## src/rtl/llst_pkg.sv

```systemverilog
// Shared types and constants for the least-loaded server table.
// Used by llst_front, llst_back and least_loaded_server_table_core.
`timescale 1ns / 1ps
`default_nettype none

package llst_pkg;

    localparam int CMD_W    = 3;
    localparam int STATUS_W = 3;
    localparam int ID_W     = 16;
    localparam int PORT_W   = 16;
    localparam int LOAD_W   = 20;
    localparam int TOTAL_W  = 24;

    localparam int S_DATA_W = 72;
    localparam int M_DATA_W = 80;

    localparam int QPTR_W = 2;
    localparam int QDEPTH = 2 ** QPTR_W;

    localparam logic [CMD_W-1:0] CMD_REGISTER  = 3'd0;
    localparam logic [CMD_W-1:0] CMD_INCREMENT = 3'd1;
    localparam logic [CMD_W-1:0] CMD_DECREMENT = 3'd2;
    localparam logic [CMD_W-1:0] CMD_REMOVE    = 3'd3;
    localparam logic [CMD_W-1:0] CMD_SELECT    = 3'd4;

    localparam logic [STATUS_W-1:0] ST_OK        = 3'd0;
    localparam logic [STATUS_W-1:0] ST_EMPTY     = 3'd1;
    localparam logic [STATUS_W-1:0] ST_ALLFULL   = 3'd2;
    localparam logic [STATUS_W-1:0] ST_NOTFOUND  = 3'd3;
    localparam logic [STATUS_W-1:0] ST_TABLEFULL = 3'd4;
    localparam logic [STATUS_W-1:0] ST_DUP       = 3'd5;

    localparam logic [LOAD_W-1:0]  LOAD_MAX  = '1;
    localparam logic [TOTAL_W-1:0] TOTAL_MAX = '1;

    typedef enum logic [2:0] {
        OP_NOP,
        OP_REG,
        OP_INC,
        OP_DEC,
        OP_REM,
        OP_SEL
    } op_t;

    typedef struct packed {
        op_t               op;
        logic [ID_W-1:0]   id;
        logic [PORT_W-1:0] port;
        logic [LOAD_W-1:0] iload;
        logic [LOAD_W-1:0] limit;
    } cmd_t;

    typedef struct packed {
        logic [LOAD_W-1:0] limit;
        logic [LOAD_W-1:0] load;
        logic [PORT_W-1:0] port;
        logic [ID_W-1:0]   id;
    } entry_t;

    typedef struct packed {
        logic [STATUS_W-1:0] status;
        logic [ID_W-1:0]     chosen_id;
        logic [PORT_W-1:0]   chosen_port;
        logic [LOAD_W-1:0]   chosen_load;
        logic [TOTAL_W-1:0]  total_load;
    } result_t;

endpackage

`default_nettype wire

```

## src/rtl/llst_ram.sv

```systemverilog
// Generic simple dual-port RAM, one write and one registered read port.
// No dependencies.
`timescale 1ns / 1ps
`default_nettype none

module llst_ram #(
    parameter int WIDTH = 72,
    parameter int DEPTH = 16
) (
    input  wire logic                                       clk,
    input  wire logic                                       we,
    input  wire logic [((DEPTH > 1) ? $clog2(DEPTH) : 1)-1:0] waddr,
    input  wire logic [WIDTH-1:0]                           wdata,
    input  wire logic [((DEPTH > 1) ? $clog2(DEPTH) : 1)-1:0] raddr,
    output logic      [WIDTH-1:0]                           rdata
);

    logic [WIDTH-1:0] mem [DEPTH];
    logic [WIDTH-1:0] rdata_reg;

    always_ff @(posedge clk)
    begin
        if (we)
        begin
            mem[waddr] <= wdata;
        end
        rdata_reg <= mem[raddr];
    end

    assign rdata = rdata_reg;

endmodule

`default_nettype wire

```

## src/rtl/llst_front.sv

```systemverilog
// Input side: takes command words, decodes the command code and queues them.
// Depends on llst_pkg.
`timescale 1ns / 1ps
`default_nettype none

module llst_front (
    input  wire logic                          clk,
    input  wire logic                          rst_n,
    input  wire logic                          s_axis_tvalid,
    output logic                               s_axis_tready,
    // id[15:0], port[31:16], initial_load[51:32], load_limit[71:52]
    input  wire logic [llst_pkg::S_DATA_W-1:0] s_axis_tdata,
    // cmd[2:0]
    input  wire logic [llst_pkg::CMD_W-1:0]    s_axis_tuser,
    output logic                               q_valid,
    output llst_pkg::cmd_t                     q_word,
    input  wire logic                          q_pop
);

    import llst_pkg::*;

    cmd_t              queue_reg [QDEPTH];
    logic [QPTR_W-1:0] wr_ptr_reg;
    logic [QPTR_W-1:0] rd_ptr_reg;
    logic [QPTR_W:0]   count_reg;
    logic              push;
    logic              pop;
    cmd_t              in_word;

    always_comb
    begin
        in_word.id    = s_axis_tdata[15:0];
        in_word.port  = s_axis_tdata[31:16];
        in_word.iload = s_axis_tdata[51:32];
        in_word.limit = s_axis_tdata[71:52];
        case (s_axis_tuser)
            CMD_REGISTER:  in_word.op = OP_REG;
            CMD_INCREMENT: in_word.op = OP_INC;
            CMD_DECREMENT: in_word.op = OP_DEC;
            CMD_REMOVE:    in_word.op = OP_REM;
            CMD_SELECT:    in_word.op = OP_SEL;
            default:       in_word.op = OP_NOP;
        endcase
    end

    assign s_axis_tready = (count_reg != (QPTR_W + 1)'(QDEPTH));
    assign q_valid       = (count_reg != '0);
    assign q_word        = queue_reg[rd_ptr_reg];
    assign push          = s_axis_tvalid && s_axis_tready;
    assign pop           = q_pop && q_valid;

    always_ff @(posedge clk)
    begin
        if (push)
        begin
            queue_reg[wr_ptr_reg] <= in_word;
        end
    end

    always_ff @(posedge clk or negedge rst_n)
    begin
        if (!rst_n)
        begin
            wr_ptr_reg <= '0;
            rd_ptr_reg <= '0;
            count_reg  <= '0;
        end
        else
        begin
            if (push)
            begin
                wr_ptr_reg <= wr_ptr_reg + 1'b1;
            end
            if (pop)
            begin
                rd_ptr_reg <= rd_ptr_reg + 1'b1;
            end
            if (push && !pop)
            begin
                count_reg <= count_reg + 1'b1;
            end
            else if (pop && !push)
            begin
                count_reg <= count_reg - 1'b1;
            end
        end
    end

endmodule

`default_nettype wire

```

## src/rtl/llst_back.sv

```systemverilog
// Command engine: scans the server table one slot a cycle, then applies the
// command and loads the result register. Depends on llst_pkg, llst_ram.
`timescale 1ns / 1ps
`default_nettype none

module llst_back #(
    parameter int SERVERS = 16
) (
    input  wire logic      clk,
    input  wire logic      rst_n,
    input  wire logic      q_valid,
    input  wire llst_pkg::cmd_t q_word,
    output logic           q_pop,
    output logic           m_valid,
    input  wire logic      m_ready,
    output llst_pkg::result_t m_word
);

    import llst_pkg::*;

    localparam int IDX_W = (SERVERS > 1) ? $clog2(SERVERS) : 1;
    localparam logic [IDX_W-1:0] LAST_IDX = IDX_W'(SERVERS - 1);

    typedef enum logic [3:0] {
        S_IDLE  = 4'b0001,
        S_SCAN  = 4'b0010,
        S_DRAIN = 4'b0100,
        S_EXEC  = 4'b1000
    } state_t;

    state_t             state_reg;
    state_t             state_next;
    cmd_t               cur_reg;
    logic [IDX_W-1:0]   addr_reg;
    logic [IDX_W-1:0]   addr_next;
    logic               p_vld_reg;
    logic [IDX_W-1:0]   p_slot_reg;
    logic               p_ev_reg;
    logic               hit_reg;
    logic [IDX_W-1:0]   hit_slot_reg;
    entry_t             hit_entry_reg;
    logic               free_reg;
    logic [IDX_W-1:0]   free_slot_reg;
    logic               any_reg;
    logic               best_reg;
    entry_t             best_entry_reg;
    logic [SERVERS-1:0] valid_reg;
    logic [TOTAL_W-1:0] total_reg;
    logic [TOTAL_W-1:0] total_next;
    logic               m_valid_reg;
    result_t            out_reg;
    result_t            res_next;

    entry_t             rd_entry;
    logic [$bits(entry_t)-1:0] ram_rdata;
    logic               ram_we;
    logic               we_op;
    logic [IDX_W-1:0]   ram_waddr;
    entry_t             ram_wdata;

    logic               out_free;
    logic               exec_go;
    logic               start;
    logic               set_valid;
    logic               clr_valid;
    logic               is_better;
    logic [LOAD_W-1:0]  amount;
    logic [TOTAL_W:0]   sum;
    logic [TOTAL_W-1:0] add_sat;
    logic [TOTAL_W-1:0] sub_sat;

    llst_ram #(
        .WIDTH ($bits(entry_t)),
        .DEPTH (SERVERS)
    ) u_ram (
        .clk   (clk),
        .we    (ram_we),
        .waddr (ram_waddr),
        .wdata (ram_wdata),
        .raddr (addr_reg),
        .rdata (ram_rdata)
    );

    assign rd_entry = ram_rdata;
    assign out_free = !m_valid_reg || m_ready;
    assign exec_go  = (state_reg == S_EXEC) && out_free;
    assign start    = (state_reg == S_IDLE) && q_valid;
    assign q_pop    = start;
    assign ram_we   = exec_go && we_op;
    assign m_valid  = m_valid_reg;
    assign m_word   = out_reg;

    always_comb
    begin
        state_next = state_reg;
        addr_next  = addr_reg;
        case (state_reg)
            S_IDLE:
            begin
                if (q_valid)
                begin
                    state_next = S_SCAN;
                    addr_next  = '0;
                end
            end
            S_SCAN:
            begin
                addr_next = addr_reg + 1'b1;
                if (addr_reg == LAST_IDX)
                begin
                    state_next = S_DRAIN;
                end
            end
            S_DRAIN:
            begin
                state_next = S_EXEC;
            end
            S_EXEC:
            begin
                if (out_free)
                begin
                    state_next = S_IDLE;
                end
            end
            default:
            begin
                state_next = S_IDLE;
            end
        endcase
    end

    // lower load wins, equal load goes to the lower id
    assign is_better = p_ev_reg && (rd_entry.load < rd_entry.limit) &&
                       (!best_reg || (rd_entry.load < best_entry_reg.load) ||
                        ((rd_entry.load == best_entry_reg.load) &&
                         (rd_entry.id < best_entry_reg.id)));

    always_comb
    begin
        case (cur_reg.op)
            OP_REG:  amount = cur_reg.iload;
            OP_REM:  amount = hit_entry_reg.load;
            default: amount = LOAD_W'(1);
        endcase
    end

    assign sum     = {1'b0, total_reg} + (TOTAL_W + 1)'(amount);
    assign add_sat = sum[TOTAL_W] ? TOTAL_MAX : sum[TOTAL_W-1:0];
    assign sub_sat = (TOTAL_W'(amount) > total_reg) ? '0 : total_reg - TOTAL_W'(amount);

    always_comb
    begin
        res_next   = '0;
        total_next = total_reg;
        we_op      = 1'b0;
        ram_waddr  = hit_slot_reg;
        ram_wdata  = hit_entry_reg;
        set_valid  = 1'b0;
        clr_valid  = 1'b0;
        res_next.status = ST_OK;
        case (cur_reg.op)
            OP_REG:
            begin
                if (hit_reg)
                begin
                    res_next.status = ST_DUP;
                end
                else if (!free_reg)
                begin
                    res_next.status = ST_TABLEFULL;
                end
                else
                begin
                    we_op           = 1'b1;
                    ram_waddr       = free_slot_reg;
                    ram_wdata.id    = cur_reg.id;
                    ram_wdata.port  = cur_reg.port;
                    ram_wdata.load  = cur_reg.iload;
                    ram_wdata.limit = cur_reg.limit;
                    set_valid       = 1'b1;
                    total_next      = add_sat;
                end
            end
            OP_INC:
            begin
                if (!hit_reg)
                begin
                    res_next.status = ST_NOTFOUND;
                end
                else if (hit_entry_reg.load != LOAD_MAX)
                begin
                    we_op          = 1'b1;
                    ram_wdata.load = hit_entry_reg.load + 1'b1;
                    total_next     = add_sat;
                end
            end
            OP_DEC:
            begin
                if (!hit_reg)
                begin
                    res_next.status = ST_NOTFOUND;
                end
                else if (hit_entry_reg.load != '0)
                begin
                    we_op          = 1'b1;
                    ram_wdata.load = hit_entry_reg.load - 1'b1;
                    total_next     = sub_sat;
                end
            end
            OP_REM:
            begin
                if (!hit_reg)
                begin
                    res_next.status = ST_NOTFOUND;
                end
                else
                begin
                    clr_valid  = 1'b1;
                    total_next = sub_sat;
                end
            end
            OP_SEL:
            begin
                if (!any_reg)
                begin
                    res_next.status = ST_EMPTY;
                end
                else if (!best_reg)
                begin
                    res_next.status = ST_ALLFULL;
                end
                else
                begin
                    res_next.chosen_id   = best_entry_reg.id;
                    res_next.chosen_port = best_entry_reg.port;
                    res_next.chosen_load = best_entry_reg.load;
                end
            end
            default:
            begin
                res_next.status = ST_OK;
            end
        endcase
        res_next.total_load = total_next;
    end

    always_ff @(posedge clk or negedge rst_n)
    begin
        if (!rst_n)
        begin
            state_reg   <= S_IDLE;
            addr_reg    <= '0;
            p_vld_reg   <= 1'b0;
            hit_reg     <= 1'b0;
            free_reg    <= 1'b0;
            any_reg     <= 1'b0;
            best_reg    <= 1'b0;
            valid_reg   <= '0;
            total_reg   <= '0;
            m_valid_reg <= 1'b0;
        end
        else
        begin
            state_reg <= state_next;
            addr_reg  <= addr_next;
            p_vld_reg <= (state_reg == S_SCAN);
            if (start)
            begin
                hit_reg  <= 1'b0;
                free_reg <= 1'b0;
                any_reg  <= 1'b0;
                best_reg <= 1'b0;
            end
            else if (p_vld_reg)
            begin
                if (p_ev_reg && (rd_entry.id == cur_reg.id))
                begin
                    hit_reg <= 1'b1;
                end
                if (!p_ev_reg)
                begin
                    free_reg <= 1'b1;
                end
                if (p_ev_reg)
                begin
                    any_reg <= 1'b1;
                end
                if (is_better)
                begin
                    best_reg <= 1'b1;
                end
            end
            if (exec_go)
            begin
                total_reg <= total_next;
                if (set_valid)
                begin
                    valid_reg[free_slot_reg] <= 1'b1;
                end
                if (clr_valid)
                begin
                    valid_reg[hit_slot_reg] <= 1'b0;
                end
            end
            if (exec_go)
            begin
                m_valid_reg <= 1'b1;
            end
            else if (m_ready)
            begin
                m_valid_reg <= 1'b0;
            end
        end
    end

    always_ff @(posedge clk)
    begin
        if (start)
        begin
            cur_reg <= q_word;
        end
        if (state_reg == S_SCAN)
        begin
            p_slot_reg <= addr_reg;
            p_ev_reg   <= valid_reg[addr_reg];
        end
        if (p_vld_reg && !start)
        begin
            if (p_ev_reg && (rd_entry.id == cur_reg.id) && !hit_reg)
            begin
                hit_slot_reg  <= p_slot_reg;
                hit_entry_reg <= rd_entry;
            end
            if (!p_ev_reg && !free_reg)
            begin
                free_slot_reg <= p_slot_reg;
            end
            if (is_better)
            begin
                best_entry_reg <= rd_entry;
            end
        end
        if (exec_go)
        begin
            out_reg <= res_next;
        end
    end

    a_pop_idle: assert property (@(posedge clk) disable iff (!rst_n)
        q_pop |-> q_valid && (state_reg == S_IDLE))
        else $error("pop outside idle");

    a_we_exec: assert property (@(posedge clk) disable iff (!rst_n)
        ram_we |-> (state_reg == S_EXEC))
        else $error("table write outside exec");

    a_total_hold: assert property (@(posedge clk) disable iff (!rst_n)
        (state_reg != S_EXEC) |=> $stable(total_reg))
        else $error("total moved outside exec");

    a_result_out: assert property (@(posedge clk) disable iff (!rst_n)
        exec_go |=> m_valid_reg)
        else $error("result not presented");

    a_chosen_zero: assert property (@(posedge clk) disable iff (!rst_n)
        m_valid_reg && (out_reg.status != ST_OK) |->
            (out_reg.chosen_id == '0) && (out_reg.chosen_load == '0))
        else $error("chosen fields set on failed command");

endmodule

`default_nettype wire

```

## src/rtl/least_loaded_server_table_core.sv

```systemverilog
// Least-loaded server table top level: packs the stream words, joins the
// input queue (llst_front) and the scan engine (llst_back). Depends on llst_pkg.
// The engine takes no new word from the input queue until the current one has
// gone through the one-slot-per-cycle table scan through the single table read
// port and its result is loaded into the result register; the queue holds 4 words.
// Reset: valid bits, running total, queue and result valid flag clear at once.
`timescale 1ns / 1ps
`default_nettype none

module least_loaded_server_table_core #(
    parameter int SERVERS = 16
) (
    input  wire logic                          clk,
    input  wire logic                          rst_n,
    input  wire logic                          s_axis_tvalid,
    output logic                               s_axis_tready,
    // server_id[15:0], server_port[31:16], initial_load[51:32], load_limit[71:52]
    input  wire logic [llst_pkg::S_DATA_W-1:0] s_axis_tdata,
    // cmd[2:0]
    input  wire logic [llst_pkg::CMD_W-1:0]    s_axis_tuser,
    output logic                               m_axis_tvalid,
    input  wire logic                          m_axis_tready,
    // chosen_id[15:0], chosen_port[31:16], chosen_load[51:32],
    // total_load[75:52], zero[79:76]
    output logic      [llst_pkg::M_DATA_W-1:0] m_axis_tdata,
    // status[2:0]
    output logic      [llst_pkg::STATUS_W-1:0] m_axis_tuser
);

    import llst_pkg::*;

    logic    q_valid;
    cmd_t    q_word;
    logic    q_pop;
    result_t res;

    llst_front u_front (
        .clk           (clk),
        .rst_n         (rst_n),
        .s_axis_tvalid (s_axis_tvalid),
        .s_axis_tready (s_axis_tready),
        .s_axis_tdata  (s_axis_tdata),
        .s_axis_tuser  (s_axis_tuser),
        .q_valid       (q_valid),
        .q_word        (q_word),
        .q_pop         (q_pop)
    );

    llst_back #(
        .SERVERS (SERVERS)
    ) u_back (
        .clk     (clk),
        .rst_n   (rst_n),
        .q_valid (q_valid),
        .q_word  (q_word),
        .q_pop   (q_pop),
        .m_valid (m_axis_tvalid),
        .m_ready (m_axis_tready),
        .m_word  (res)
    );

    assign m_axis_tdata = {4'b0000, res.total_load, res.chosen_load,
                           res.chosen_port, res.chosen_id};
    assign m_axis_tuser = res.status;

endmodule

`default_nettype wire
```

## config.mk

```make
export PLATFORM = sky130hd
export DESIGN_NAME = least_loaded_server_table_core
export DESIGN_NICKNAME = d
export VERILOG_FILES = /design/src/rtl/llst_pkg.sv /design/src/rtl/llst_ram.sv /design/src/rtl/llst_front.sv /design/src/rtl/llst_back.sv /design/src/rtl/least_loaded_server_table_core.sv
export SDC_FILE = /design/constraint.sdc
export NUM_CORES = 2
export LEC_CHECK = 0
export ABC_AREA = 1
export BUFFER_PORTS_ARGS = -buffer_cell sky130_fd_sc_hd__buf_4
export CAP_MARGIN = 10
export CORE_MARGIN = 4
export CORE_UTILIZATION = 46
export CTS_CLUSTER_SIZE = 10
export DETAILED_ROUTE_END_ITERATION = 10
export SLEW_MARGIN = 20
export SYNTH_ARGS = -nofsm -noshare
export SYNTH_HDL_FRONTEND = slang
export SYNTH_SLANG_ARGS = --single-unit
export TNS_END_PERCENT = 10
```

## constraint.sdc

```tcl
create_clock -name clk -period 6.6 [get_ports clk]
set_clock_uncertainty 0.15 [all_clocks]
set_input_delay 1.98 -clock clk [delete_from_list [all_inputs] [get_ports clk]]
set_output_delay 1.98 -clock clk [all_outputs]
set_load 0.01 [all_outputs]
```

==> impl_metrics.csv <==
group,metric,value,unit
clock_network,post-cts-setup-buffer-count,0,
layout,drive_gt1_share,9.39,%
timing,setup_viol,0,
detailed_routing,dr.pass1.iters,6,
global_route,grt_pass1_vias,48074,
setup_path,path_max_fanout,24,
floorplanning,start_util,46.4,%
detailed_routing,vias,50042,
floorplanning,dieArea,173000,sq um
global_route,grt_antenna_before_repair,3,
clock_network,cts-root-buf,"clkbuf_16",
synthesis,synth_seq_area_share,72.2,%
synthesis,netlist_area,76600,sq um
setup_path,path_cells,"inv_2 -> nand2_1 -> nor2_4 -> inv_2 -> o22ai_1 -> inv_1 -> ha_1 -> inv_2 -> a21o_1 -> a21o_1 -> nand2_1 -> nand3_1 -> nand2_2 -> inv_1 -> nor2_1 -> nand3b_1 -> and2_1",
synthesis,synth_edf_count,1743,
timing,relSlewSlack,12.7,%
detailed_routing,viasPerCell,5.72,
timing,max_freq,212,MHz
global_route,grt_max_degree,218,
timing,period_share,71.4,%
setup_path,end_kind,"flop",
clock_network,cts_sinks,1876,
floorplanning,rows,149,
place,pre_cts_ws,1.40,ns
clock_network,cts_max_path_buffers,3,
clock_network,clk_pin_slew,0.06,ns
layout,multi_input_area,18800,sq um
clock_network,htreeDepth,4,
global_route,grt_usage,24.6,%
setup_path,cpMostUsedCell,"inv_2",
timing,maxSlewViolCount,0,
detailed_routing,drt_iter0_markers,4966,
clock_network,ctsHoldBuffers,0,
detailed_routing,wl_per_cell,24.8,um
layout,seq_area,55300,sq um
floorplanning,die_w,416,um
timing,worst_slew_pin_slew,1.31,ns
timing,rsz0062_at_grt,"no",
setup_path,slowest_delay,0.57,ns
setup_path,required,6.98,ns
synthesis,netlist_instances,6253,
pwr,peakVddDrop,0.386,mV
setup_path,arrival,5.09,ns
setup_path,crit_type,"flop to flop",
clock_network,cts_resized,0,
place,portBuffers,159,
global_route,grt_pass1_wl,319000,um
place,post-place-cells,8353,
synthesis,avgSynthCellArea,12.3,sq um
setup_path,start_kind,"flop",
detailed_routing,ant_nets,0,
layout,synthToLayoutAreaGrowth,13.2,%
pwr,leakage,31.1,nW
clock_network,cts_tree,"done",
synthesis,ys_ff_latch,1876,
layout,fillCellCount,14065,
synthesis,synth-main-ff-cell,"edfxtp_1",
synthesis,async_flop_share,3.25,%
detailed_routing,wirelength,217000,um
detailed_routing,drc,0,
timing,period_needed,4.71,ns
outcome,status,"finished, final reports clean",
worst_hold_path,worst_hold_path_type,"flop to flop",
synthesis,yosysUniqueCellTypes,63,
timing,hold_viol_final,0,
layout,largest_register_ffs,1152,
floorplanning,core_area,165000,sq um
place,gp_congestion,0.927,
timing,worst_slack,1.89,ns
synthesis,yosys_warnings,0,
place,post-dp-hpwl,132000,um
pwr,p_per_area,406,nW/um^2
layout,final_nets,6564,
timing,setup-tns-final,0,ns
floorplanning,dieHeight,416,um
run,drv_cap,0,
floorplanning,ioPinCount,164,
clock_network,clk_latency,0.83,ns
setup_path,slowest_stage,"o22ai_1",
global_route,gr-total-overflow,0,
clock_network,cts_made_buffers,209,
layout,fin_cells,8742,
-- logic make-up (layout without fill, tap and decap cells) --
| kind of cell | count (synthesis) | after routing | synth area share [%] |
|---|---|---|---|
| AND/OR/NAND/NOR | 2246 | 2246 | 12.3 |
| flip-flops | 1876 | 1876 | 72.2 |
| AO/OA/AOI/OAI | 1266 | 1266 | 9.56 |
| buffers and inverters | 712 | 1008 | 3.65 |
| adder cells (fa/ha/maj) | 110 | 110 | 1.83 |
| XOR/XNOR | 42 | 42 | 0.480 |
| other | 1 | 5 | 0.00489 |
-- cells in the final DEF (no fill, tap or decap), drive strengths merged, types with 5 or more instances in the layout --
cell type and instances:
o21ai 635, o22ai 178, o2111ai 10, clkinv 10, nand2 1117, a221oi 82
nor3 37, nor4 10, nor2 694, edfxtp 1743, a21oi 240, o211ai 7
xor2 34, nand3 266, xnor2 8, nand4 110, buf 250, o221ai 66
dfrtp 60, a22oi 19, clkbuf 369, bufinv 5, ha 107, and2 5
inv 374, dfxtp 72
-- critical path, delay by kind of cell (launching register included) --
family                   cells  cell delay [ns]
AND/OR/NAND/NOR              8             1.78
AO/OA/AOI/OAI                3             0.92
adder cells (fa/ha/maj)      1             0.48
flip-flops                   1             0.41
buffers and inverters        5             0.66
-- worst paths after layout --
check                                          startpoint                             endpoint  slack [ns]  depth (start not counted)
setup / recovery             u_back.cur_reg[73]$_DFFE_PP_           u_back.m_word[8]$_DFFE_PP_        1.89                         17
hold / removal             u_back.u_ram.rdata[25]$_DFF_P_  u_back.best_entry_reg[25]$_DFFE_PP_        0.28                          0
setup reg to reg             u_back.cur_reg[73]$_DFFE_PP_           u_back.m_word[8]$_DFFE_PP_        1.89                         17
hold reg to reg            u_back.u_ram.rdata[25]$_DFF_P_  u_back.best_entry_reg[25]$_DFFE_PP_        0.28                          0
max in group asynchronous                           rst_n       u_back.addr_reg[3]$_DFFE_PN0P_        4.32                          2
min in group asynchronous                           rst_n     u_back.total_reg[15]$_DFFE_PN0P_        0.92                          1
-- routing by layer --
metal | share of wire, % | routed length, um | GRT usage (%) | vias up
li1 | - | - | - | 22816
met1 | 42 | 91100 | 33.2 | 25064
met2 | 49 | 105000 | 40.9 | 1796
met3 | 5.8 | 12500 | 3.23 | 366
met4 | 3.8 | 8180 | 8.96 | 0
met5 | 0 | 0 | 0 | -
-- cell usage after synthesis, types with 82 or more instances --
cell type / n / area share [%]
ha_1: 107 / 1.7
o22ai_1: 178 / 1.5
edfxtp_1: 1743 / 68
a221oi_1: 82 / 0.94
nand2_1: 1104 / 5.4
nor2_1: 676 / 3.3
nand4_1: 107 / 0.87
clkbuf_1: 251 / 1.2
inv_1: 337 / 1.7
a21oi_1: 239 / 1.6
o21ai_0: 612 / 4.0
nand3_1: 253 / 1.7
-- layout make-up --
| class | instances | share of cell area (%) |
|---|---|---|
| tap | 2189 | 3.16 |
| multi-input combinational | 3668 | 21.6 |
| clock inverter | 19 | 0.467 |
| sequential | 1876 | 63.8 |
| clock buffer | 369 | 6.80 |
| antenna | 1 | 0.00289 |
| inverter | 370 | 1.63 |
| timing repair buffer | 250 | 2.52 |
-- metrics by stage --
| stage | power (mW) | utilization (%) | instance area [sq um] | hold slack (ns) |
|---|---|---|---|---|
| after global placement | 24.6 | 48.7 | 80400 | 0.269 |
| after global routing | 36.9 | 52.5 | 86700 | 0.286 |
| after floorplan | 21.0 | - | 76600 | 0.253 |
| final | 35.2 | 52.5 | 86700 | 0.283 |
| after CTS | 35.4 | 52.5 | 86700 | 0.276 |
| after detailed placement | 24.7 | 48.7 | 80400 | 0.264 |
-- report_power, final --
part           switching [mW]  internal (mW)  leakage [nW]
clock network            4.54           6.21          2.98
registers                1.03           14.9          17.1
logic                    6.39           2.19          10.9
(Power assumes the default switching activity.)
